<file path="config.mk">
export PLATFORM = sky130hd
export DESIGN_NAME = scancode_to_ascii_key_fifo_top
export DESIGN_NICKNAME = d
export VERILOG_FILES = /design/src/hw/rtl/skf_pkg.sv /design/src/hw/rtl/scancode_to_ascii_key_fifo_top.sv /design/src/hw/rtl/skf_ram.sv /design/src/hw/rtl/skf_ctrl.sv /design/src/hw/rtl/skf_datapath.sv
export SDC_FILE = /design/constraint.sdc
export NUM_CORES = 1
export LEC_CHECK = 0
export ABC_AREA = 1
export BUFFER_PORTS_ARGS = -buffer_cell sky130_fd_sc_hd__buf_2
export CORE_MARGIN = 2
export CORE_UTILIZATION = 60
export CTS_CLUSTER_SIZE = 25
export DETAILED_ROUTE_END_ITERATION = 8
export GPL_ROUTABILITY_DRIVEN = 0
export HOLD_SLACK_MARGIN = 0.12
export PLACE_DENSITY = 0.76
export SLEW_MARGIN = 20
export SYNTH_ARGS = -nofsm -noshare
export SYNTH_HDL_FRONTEND = slang
export SYNTH_HIERARCHICAL = 1
export SYNTH_SLANG_ARGS = --single-unit
</file>
<file path="constraint.sdc">
create_clock -name clk -period 3.8 [get_ports clk]
set_input_delay 1.14 -clock clk [delete_from_list [all_inputs] [get_ports clk]]
set_output_delay 1.14 -clock clk [all_outputs]
set_load 0.02 [all_outputs]
</file>
<file path="src/hw/rtl/skf_pkg.sv">
// Package of shared types, constants and the scancode table for the key FIFO.
`default_nettype none

package skf_pkg;

    localparam int DEPTH = 64;
    localparam int IDX_W = (DEPTH > 1) ? $clog2(DEPTH) : 1;
    localparam int CHAR_W = 7;

    localparam logic REQ_SCAN = 1'b0;
    localparam logic REQ_READ = 1'b1;

    localparam logic [1:0] STATUS_OK      = 2'd0;
    localparam logic [1:0] STATUS_IGNORED = 2'd1;
    localparam logic [1:0] STATUS_DROPPED = 2'd2;
    localparam logic [1:0] STATUS_EMPTY   = 2'd3;

    typedef struct packed {
        logic       req_type;
        logic [7:0] scan_byte;
    } skf_in_t;

    typedef struct packed {
        logic [CHAR_W-1:0] key_char;
        logic [1:0]        status;
        logic              buffer_nonempty;
    } skf_out_t;

    typedef struct packed {
        logic push;
        logic pop;
        logic load_direct;
        logic load_read;
    } skf_cmd_t;

    typedef struct packed {
        logic empty;
        logic full;
        logic mapped;
    } skf_stat_t;

    function automatic logic [CHAR_W-1:0] keymap_lookup(input logic [7:0] code);
        logic [CHAR_W-1:0] ch;
        ch = '0;
        unique case (code)
            8'd2:    ch = 7'h31;
            8'd3:    ch = 7'h32;
            8'd4:    ch = 7'h33;
            8'd5:    ch = 7'h34;
            8'd6:    ch = 7'h35;
            8'd7:    ch = 7'h36;
            8'd8:    ch = 7'h37;
            8'd9:    ch = 7'h38;
            8'd10:   ch = 7'h39;
            8'd11:   ch = 7'h30;
            8'd12:   ch = 7'h2d;
            8'd13:   ch = 7'h3d;
            8'd14:   ch = 7'h08;
            8'd15:   ch = 7'h09;
            8'd16:   ch = 7'h71;
            8'd17:   ch = 7'h77;
            8'd18:   ch = 7'h65;
            8'd19:   ch = 7'h72;
            8'd20:   ch = 7'h74;
            8'd21:   ch = 7'h79;
            8'd22:   ch = 7'h75;
            8'd23:   ch = 7'h69;
            8'd24:   ch = 7'h6f;
            8'd25:   ch = 7'h70;
            8'd26:   ch = 7'h5b;
            8'd27:   ch = 7'h5d;
            8'd28:   ch = 7'h0a;
            8'd30:   ch = 7'h61;
            8'd31:   ch = 7'h73;
            8'd32:   ch = 7'h64;
            8'd33:   ch = 7'h66;
            8'd34:   ch = 7'h67;
            8'd35:   ch = 7'h68;
            8'd36:   ch = 7'h6a;
            8'd37:   ch = 7'h6b;
            8'd38:   ch = 7'h6c;
            8'd39:   ch = 7'h3b;
            8'd40:   ch = 7'h27;
            8'd41:   ch = 7'h60;
            8'd43:   ch = 7'h5c;
            8'd44:   ch = 7'h7a;
            8'd45:   ch = 7'h78;
            8'd46:   ch = 7'h63;
            8'd47:   ch = 7'h76;
            8'd48:   ch = 7'h62;
            8'd49:   ch = 7'h6e;
            8'd50:   ch = 7'h6d;
            8'd51:   ch = 7'h2c;
            8'd52:   ch = 7'h2e;
            8'd53:   ch = 7'h2f;
            8'd55:   ch = 7'h2a;
            8'd57:   ch = 7'h20;
            default: ch = '0;
        endcase
        return ch;
    endfunction

endpackage

`default_nettype wire

</file>
<file path="src/hw/rtl/scancode_to_ascii_key_fifo_top.sv">
// Top level of the scancode to ASCII translator with its key FIFO.
// Scancode transactions and reads of an empty buffer load the result register directly; a
// read that pops a key passes the read state, as the key store is a RAM with registered read
// data. The store holds DEPTH-1 keys, and a result waiting at the output register holds off
// the next transaction only until it is taken. The store needs no clearing pass after reset.
`default_nettype none

module scancode_to_ascii_key_fifo_top
    import skf_pkg::*;
(
    input  wire logic    clk,
    input  wire logic    rst_n,
    input  wire logic    in_valid,
    output logic         in_ready,
    input  wire skf_in_t in_data,
    output logic         out_valid,
    input  wire logic    out_ready,
    output skf_out_t     out_data
);

    skf_cmd_t  cmd;
    skf_stat_t stat;

    skf_ctrl u_ctrl (
        .clk       (clk),
        .rst_n     (rst_n),
        .in_valid  (in_valid),
        .in_ready  (in_ready),
        .req_type  (in_data.req_type),
        .out_valid (out_valid),
        .out_ready (out_ready),
        .stat      (stat),
        .cmd       (cmd)
    );

    skf_datapath u_datapath (
        .clk      (clk),
        .rst_n    (rst_n),
        .in_data  (in_data),
        .cmd      (cmd),
        .stat     (stat),
        .out_data (out_data)
    );

endmodule

`default_nettype wire

</file>
<file path="src/hw/rtl/skf_ram.sv">
// Generic single-write, single-read RAM with a registered read port.
`default_nettype none

module skf_ram #(
    parameter int WIDTH = 8,
    parameter int DEPTH = 64
) (
    input  wire logic                             clk,
    input  wire logic                             wr_en,
    input  wire logic [$clog2(DEPTH)-1:0]         wr_addr,
    input  wire logic [WIDTH-1:0]                 wr_data,
    input  wire logic                             rd_en,
    input  wire logic [$clog2(DEPTH)-1:0]         rd_addr,
    output logic      [WIDTH-1:0]                 rd_data
);

    logic [WIDTH-1:0] mem [DEPTH];

    always_ff @(posedge clk)
    begin
        if (wr_en)
        begin
            mem[wr_addr] <= wr_data;
        end
        if (rd_en)
        begin
            rd_data <= mem[rd_addr];
        end
    end

endmodule

`default_nettype wire

</file>
<file path="src/hw/rtl/skf_ctrl.sv">
// Controller state machine that sequences transactions through the datapath.
`default_nettype none

module skf_ctrl
    import skf_pkg::*;
(
    input  wire logic      clk,
    input  wire logic      rst_n,
    input  wire logic      in_valid,
    output logic           in_ready,
    input  wire logic      req_type,
    output logic           out_valid,
    input  wire logic      out_ready,
    input  wire skf_stat_t stat,
    output skf_cmd_t       cmd
);

    typedef enum logic {
        S_IDLE,
        S_READ
    } state_t;

    state_t state_reg;
    state_t state_next;
    logic   out_valid_reg;
    logic   out_valid_next;
    logic   out_free;
    logic   accept;

    assign out_free = !out_valid_reg || out_ready;
    assign in_ready = (state_reg == S_IDLE) && out_free;
    assign accept   = in_valid && in_ready;
    assign out_valid = out_valid_reg;

    always_comb
    begin
        cmd.push        = accept && (req_type == REQ_SCAN) && stat.mapped && !stat.full;
        cmd.pop         = accept && (req_type == REQ_READ) && !stat.empty;
        cmd.load_direct = accept && !((req_type == REQ_READ) && !stat.empty);
        cmd.load_read   = (state_reg == S_READ) && out_free;
    end

    always_comb
    begin
        state_next = state_reg;
        unique case (state_reg)
            S_IDLE:
            begin
                if (cmd.pop)
                begin
                    state_next = S_READ;
                end
            end
            S_READ:
            begin
                if (cmd.load_read)
                begin
                    state_next = S_IDLE;
                end
            end
            default: state_next = S_IDLE;
        endcase

        if (cmd.load_direct || cmd.load_read)
        begin
            out_valid_next = 1'b1;
        end
        else if (out_ready)
        begin
            out_valid_next = 1'b0;
        end
        else
        begin
            out_valid_next = out_valid_reg;
        end
    end

    always_ff @(posedge clk or negedge rst_n)
    begin
        if (!rst_n)
        begin
            state_reg     <= S_IDLE;
            out_valid_reg <= 1'b0;
        end
        else
        begin
            state_reg     <= state_next;
            out_valid_reg <= out_valid_next;
        end
    end

endmodule

`default_nettype wire

</file>
<file path="src/hw/rtl/skf_datapath.sv">
// Datapath with the scancode table, ring buffer indices, key store and result register.
`default_nettype none

module skf_datapath
    import skf_pkg::*;
(
    input  wire logic     clk,
    input  wire logic     rst_n,
    input  wire skf_in_t  in_data,
    input  wire skf_cmd_t cmd,
    output skf_stat_t     stat,
    output skf_out_t      out_data
);

    logic [IDX_W-1:0]  rd_idx_reg;
    logic [IDX_W-1:0]  rd_idx_next;
    logic [IDX_W-1:0]  wr_idx_reg;
    logic [IDX_W-1:0]  wr_idx_next;
    logic [IDX_W-1:0]  wr_idx_adv;
    logic [IDX_W-1:0]  rd_idx_adv;
    logic [CHAR_W-1:0] mapped_char;
    logic [CHAR_W-1:0] ram_rd_data;
    skf_out_t          out_data_reg;
    skf_out_t          out_data_next;
    logic [1:0]        direct_status;

    assign mapped_char = keymap_lookup(in_data.scan_byte);
    assign wr_idx_adv  = (wr_idx_reg == IDX_W'(DEPTH - 1)) ? '0 : wr_idx_reg + 1'b1;
    assign rd_idx_adv  = (rd_idx_reg == IDX_W'(DEPTH - 1)) ? '0 : rd_idx_reg + 1'b1;

    always_comb
    begin
        stat.empty  = (rd_idx_reg == wr_idx_reg);
        stat.full   = (wr_idx_adv == rd_idx_reg);
        stat.mapped = (mapped_char != '0);
    end

    skf_ram #(
        .WIDTH (CHAR_W),
        .DEPTH (DEPTH)
    ) u_store (
        .clk     (clk),
        .wr_en   (cmd.push),
        .wr_addr (wr_idx_reg),
        .wr_data (mapped_char),
        .rd_en   (cmd.pop),
        .rd_addr (rd_idx_reg),
        .rd_data (ram_rd_data)
    );

    always_comb
    begin
        rd_idx_next = cmd.pop ? rd_idx_adv : rd_idx_reg;
        wr_idx_next = cmd.push ? wr_idx_adv : wr_idx_reg;
    end

    always_ff @(posedge clk or negedge rst_n)
    begin
        if (!rst_n)
        begin
            rd_idx_reg <= '0;
            wr_idx_reg <= '0;
        end
        else
        begin
            rd_idx_reg <= rd_idx_next;
            wr_idx_reg <= wr_idx_next;
        end
    end

    always_comb
    begin
        priority if (in_data.req_type == REQ_READ)
        begin
            direct_status = STATUS_EMPTY;
        end
        else if (!stat.mapped)
        begin
            direct_status = STATUS_IGNORED;
        end
        else if (stat.full)
        begin
            direct_status = STATUS_DROPPED;
        end
        else
        begin
            direct_status = STATUS_OK;
        end

        out_data_next = out_data_reg;
        if (cmd.load_direct)
        begin
            out_data_next.key_char        = '0;
            out_data_next.status          = direct_status;
            out_data_next.buffer_nonempty = cmd.push || !stat.empty;
        end
        else if (cmd.load_read)
        begin
            out_data_next.key_char        = ram_rd_data;
            out_data_next.status          = STATUS_OK;
            out_data_next.buffer_nonempty = !stat.empty;
        end
    end

    always_ff @(posedge clk)
    begin
        out_data_reg <= out_data_next;
    end

    assign out_data = out_data_reg;

endmodule

`default_nettype wire

</file>
==> impl_metrics.ini, run 1 <==
[global_route]
busiest_layer = met2
grt_pass1_vias = 14030
grt_pass1_wl_mm = 76.9
grt_use_met1_pct = 38.3
overflow = 0
grt_max_degree = 109
antenna_found_initial = 0
grt_use_total_pct = 27.7
use_met3_pct = 4.56
use_met2_pct = 44.8

[power]
ir_drop_mv = 0.499
comb_power_share_pct = 33.1
clkPwrFrac_pct = 28.1
p_leak_uw = 0.00885
power_density_mw_per_mm2 = 680
switching_share_pct = 36.9
seq_power_share_pct = 38.8
intPower_uw = 10100
p_switching_uw = 5900

[finish]
fillCellCount = 2443
stdcell_area_sq_mm = 0.0235
largest_reg_flops = 448
nNetsFinal = 2019
syn_to_final_growth_pct = 12.8
drive_above_1_share_pct = 13.1
num_antenna_cells = 0

[worst_setup_path]
crit_end = u_datapath/u_store/mem[50][2]
cp.arrival_ns = 3.60
crit_type = in2reg
reg2reg_from = u_datapath/wr_idx_reg[3]
critical_path.max_fanout = 13
crit_start = in_data[1]
required_ns = 4.06
r2r_cells = 16
cp-start-kind = input port
endpoint_kind = flop
reg2reg_slack_ns = 0.62
r2r_end = u_datapath/u_store/mem[50][2]

[floorplanning]
die_width_microns = 190
initial_core_util_pct = 60.6
die_y_microns = 190
io-pin-count = 25
rows = 68
dieArea_sq_mm = 0.0362
core-area_sq_mm = 0.0344

[synth]
yosys_warnings = 6
synth_area_sq_mm = 0.0208
ys_top_cells_by_count = 668 x nand2_1, 458 x edfxtp_1, 419 x nand3_1, 94 x nor2_1, 49 x buf_2
synth_edf_count = 458
syn_inst = 1931
ys.flop_type = edfxtp_1
postSynthAreaPerCell_sq_um = 10.8
ys_top_cells_by_area = edfxtp_1 66%, nand2_1 12%, nand3_1 10%
synth_seq_cells = 479
seq_area_frac_synth_pct = 68.3
synthArstFlopShare_pct = 2.92
synth_most_common_cell = nand2_1
synth.distinct_cells = 36
yosys.area.top_type = edfxtp_1
synth_top_area_share_pct = 66.0
synth_nets = 1958

[clock_network]
cts_buffers = 47
clock-sinks = 479
holdBufCountCts = 0
cts_tree = built
clk_pin_slew_ns = 0.06
clockBufferDepth = 3
post_cts_resized = 0
htree_levels = 2
clk_latency_ns = 0.55
post_cts_buffers = 0
cts_root_buffer = clkbuf_16

[route]
drtAntennaViolNets = 0
vias = 14630
drtIter0Drc = 1529
drt_pre_antenna_iters = 6
viasPerCell = 5.90
wl_mm = 49.0
wl_per_cell_microns = 19.8
drc = 0

[timing]
setup_tns_ns = 0
min_period_over_period_pct = 87.9
slew_headroom_pct = 31.9
final_max_slew_viol_count = 0
setup_viol = 0
fmax_mhz = 299
min_period_ns = 3.34
finClkSkew_ns = 0.0160
rsz0062_at_grt = no
fin_ws_ns = 0.461
worst_slew_pin_slew_ns = 1.02
hold_viol_final = 0

[hold_path]
hold_path_class = in2async

[place]
portBuffers = 24
hpwl_mm = 29.7
placed_area_sq_mm = 0.0220
dpl_worst_slack_ns = -0.0340

[run_status]
status = finished, final reports clean

[run]
max_cap_viol_count = 0
==> stage by stage <==
step           utilization [%]  cells  hold slack (ns)  power [uW]
2_1_floorplan                -   1931            0.447       10000
3_3_place_gp              64.1   2398            0.469       11300
3_5_place_dp              64.1   2398            0.474       11400
4_1_cts                   68.4   2480            0.473       15900
5_1_grt                   68.4   2480            0.492       16700
6_report                  68.4   2480            0.485       16000
==> cells in the final DEF, fill, tap and decap left out, types with 5 or more instances in the layout <==
cell type	synthesis	layout
a21oi_1	7	5
nand3_1	419	419
buf_12	0	8
nor2_1	94	62
nand2_2	7	7
o21ai_0	18	18
clkinv_1	0	10
inv_2	3	5
nor2_2	6	15
inv_1	48	44
edfxtp_1	458	458
nor2_4	3	26
a21oi_2	6	6
buf_2	49	24
dfrtp_1	14	11
nand4_1	16	16
buf_4	19	88
dfxtp_1	7	7
clkbuf_1	16	10
clkbuf_16	0	49
clkinv_2	0	7
ha_1	14	13
xor2_1	7	7
nand2_1	668	668
nor4_2	0	7
==> worst max-delay path, cell delays in order <==
cell and delay, ns:
buf_2 0.10, inv_1 0.13, buf_4 0.16, ha_1 0.15
inv_1 0.04, nand2_1 0.09, nand3_1 0.08, nand2_1 0.07
inv_1 0.04, nand2_1 0.05, nand2_1 0.07, nor2_4 0.14
nor2_2 0.04, nand2_2 0.11, nand2_1 0.09, nor2_2 0.18
buf_12 0.14, nand4_1 0.11, buf_4 0.22, nor4_4 0.24
buf_4 0.20
==> worst min path at each step <==
stage,from,end,cells past startpoint
after detailed placement,u_datapath/u_store/rd_data[1],u_datapath/out_data[4],2
after floorplan,u_datapath/u_store/rd_data[0],u_datapath/out_data[3],2
after CTS,rst_n,u_datapath/rd_idx_reg[1],1
after global placement,u_datapath/u_store/rd_data[1],u_datapath/out_data[4],2
after global routing,rst_n,u_ctrl/state_reg,1
final,rst_n,u_datapath/rd_idx_reg[1],1
==> power groups by stage <==
| stage | Sequential (uW) | Clock (uW) | Combinational [uW] |
|---|---|---|---|
| floorplan | 6240 | 0 | 3770 |
| global placement | 6310 | 0 | 5030 |
| detailed placement | 6310 | 0 | 5110 |
| CTS | 6200 | 4540 | 5180 |
| global route | 6230 | 4730 | 5760 |
| finish | 6210 | 4490 | 5290 |
==> metal layers <==
metal / vias up / share of wire (%)
met4: 0 / 3.6
met5: - / 0
met1: 6949 / 40
met3: 129 / 9.1
met2: 755 / 47
li1: 6797 / -
==> cells by family after synthesis <==
| family | share of synthesized area, % |
|---|---|
| flops | 68.3 |
| buf+inv | 4.13 |
| simple gates | 25.3 |
| fa+ha+maj | 0.840 |
| compound gates | 1.09 |
| xor+xnor | 0.336 |
==> final cells by class <==
cell class	count	area (sq um)	area share, %
Sequential cell	479	14300	60.6
Multi-Input combinational cell	1289	6030	25.6
Clock buffer	61	1290	5.49
Timing Repair Buffer	120	941	4.00
Tap cell	455	569	2.42
Inverter	55	225	0.958
Clock inverter	21	200	0.852
(Power assumes the default switching activity.)
==> run 2: changes to the inputs <==
- ABC_AREA: 1 -> 0
==> impl_metrics.ini, run 2 <==
[worst_setup_path]
required_ns = 4.02
critical_path.max_fanout = 7
cp.arrival_ns = 3.91
crit_type = in2reg
cp-start-kind = input port
endpoint_kind = flop

[finish]
largest_reg_flops = 448
layout_common_cells = 458 x edfxtp_1, 112 x mux4_2, 80 x buf_4
drive_above_1_share_pct = 33.0
stdcell_area_sq_mm = 0.0231
nNetsFinal = 1215
num_antenna_cells = 0
final_common_cell = edfxtp_1
fillCellCount = 1997
syn_to_final_growth_pct = 15.6

[synth]
synth_top_area_share_pct = 68.9
syn_inst = 1088
seq_area_frac_synth_pct = 71.3
yosys_warnings = 6
synth_area_sq_mm = 0.0200
synth_nets = 1115
synthArstFlopShare_pct = 2.92
synth_edf_count = 458
ys_top_cells_by_count = 458 x edfxtp_1, 112 x mux4_2, 97 x nor2_1, 29 x nand2_1, 27 x mux2i_1
synth_seq_cells = 479
postSynthAreaPerCell_sq_um = 18.4
yosys.area.top_type = edfxtp_1
ys.flop_type = edfxtp_1
synth.distinct_cells = 73
synth_most_common_cell = edfxtp_1
ys_top_cells_by_area = edfxtp_1 69%, mux4_2 13%, nor2_1 1.8%

[power]
intPower_uw = 10400
ir_drop_mv = 0.646
p_leak_uw = 0.00750
power_density_mw_per_mm2 = 642
switching_share_pct = 29.9
comb_power_share_pct = 28.4
clkPwrFrac_pct = 30.3
seq_power_share_pct = 41.2
p_total_uw = 14800
p_switching_uw = 4440

[timing]
setup_viol = 0
final_max_slew_viol_count = 0
finClkSkew_ns = 0.0180
worst_slew_pin_slew_ns = 0.910
hold_viol_final = 0
min_period_over_period_pct = 97.1
min_period_ns = 3.69
fmax_mhz = 271
slew_headroom_pct = 39.2

[global_route]
grt_pass1_wl_mm = 67.6
grt_max_degree = 108
grt_use_total_pct = 25.7
grt_pass1_vias = 10946
antenna_found_initial = 0
overflow = 0

[clock_network]
cts_tree = built
htree_levels = 2
holdBufCountCts = 0
clockBufferDepth = 3
clock-sinks = 479
cts_root_buffer = clkbuf_16
cts_buffers = 46
clk_latency_ns = 0.55
clk_pin_slew_ns = 0.06

[place]
placed_area_sq_mm = 0.0214
portBuffers = 24
hpwl_mm = 26.0

[floorplanning]
dieArea_sq_mm = 0.0348
die_width_microns = 186
core-area_sq_mm = 0.0327
initial_core_util_pct = 61.1
rows = 66
io-pin-count = 25
die_y_microns = 186

[route]
wl_per_cell_microns = 26.5
drtAntennaViolNets = 0
viasPerCell = 6.57
drtIter0Drc = 1337
drc = 0
drt_pre_antenna_iters = 5
wl_mm = 44.2
vias = 10959

[hold_path]
hold_path_class = in2async

[run]
max_cap_viol_count = 0

[run_status]
status = finished, final reports clean
## run 2: cell types whose count changed after synthesis, sizes merged, moves of 13 or more
cell / previous run / this run
nand2b: 0 / 16
inv: 55 / 10
o221ai: 0 / 13
nand2: 675 / 30
buf: 91 / 41
mux4: 0 / 112
nand3: 420 / 15
mux2i: 0 / 27
## run 2: layout make-up
cell class	count	area, sq um	area share [%]
well taps	442	553	2.39
flip-flops and latches	479	14300	61.7
multi-input cells	536	5810	25.2
repair buffers	115	938	4.06
clock buffers	58	1220	5.27
clock inverters	27	274	1.19
inverters	10	42.5	0.184
## run 2: worst paths after layout
check | endpoint | startpoint | depth (start not counted) | slack (ns)
min | u_ctrl/state_reg | rst_n | 1 | 0.49
min in group clk | u_datapath/out_data[7] | u_datapath/u_store/rd_data[4] | 2 | 0.50
max | u_datapath/u_store/mem[42][3] | in_data[1] | 15 | 0.11
min reg2reg | u_datapath/out_data[7] | u_datapath/u_store/rd_data[4] | 2 | 0.50
max reg2reg | u_datapath/u_store/mem[42][3] | u_datapath/wr_idx_reg[0] | 10 | 0.43
max in group asynchronous | u_datapath/rd_idx_reg[0] | rst_n | 1 | 3.04
## run 2: through the flow
step                       TNS (ns)  utilization, %  cells  hold WS, ns  worst slack, ns
after global placement      -265.32            65.6   1578        0.466           -0.686
after CTS                 -0.000334            70.2   1665        0.486        -0.000193
after detailed placement    -287.08            65.6   1578        0.483           -0.754
final                             0            70.6   1667        0.487            0.109
after floorplan             -601.05               -   1088        0.457            -1.41
after global routing        -0.0974            70.6   1667        0.497         -0.00821
## run 2: repair_timing
item	CTS	global route
setup buffers	2	2
pin swaps	3	6
setup endpoints to repair	380	385
gates resized for setup	10	27
## run 2: per-layer routing
metal / track usage (%) / vias to the layer above / routed length (microns)
met3: 4.01 / 91 / 3570
met2: 41.4 / 550 / 21500
met4: 8.00 / 0 / 1300
li1: - / 4644 / -
met5: 0 / - / 0
met1: 36.8 / 5674 / 17800
## run 2: worst max-delay path, stage by stage
cell and delay [ns]:
buf_6 0.11, buf_6 0.12, ha_4 0.13, nor2b_1 0.13
o21ai_0 0.08, a2111oi_0 0.45, a41o_2 0.19, nor4_2 0.05
nand3b_1 0.09, nand2b_1 0.09, nor4_4 0.39, nor2b_4 0.25
buf_4 0.16, nand2_4 0.19, nor2_4 0.31
## run 2: logic make-up (layout without fill, tap and decap cells)
logic type               count (synthesis)  in the layout  synth area share [%]
XOR/XNOR                                16             16                 0.702
AO/OA/AOI/OAI                          126            126                  4.51
flip-flops                             479            479                  71.3
AND/OR/NAND/NOR                        233            233                  6.04
multiplexers                           147            147                  14.4
adder cells (fa/ha/maj)                 14             14                 0.877
buffers and inverters                   73            210                  2.14
## run 2: power groups by stage
stage	clock, uW	combinational (uW)	sequential, uW
CTS	4560	4190	6110
global route	4760	4440	6120
finish	4500	4220	6110
global placement	0	4090	6200
detailed placement	0	4130	6210
floorplan	0	3030	6220
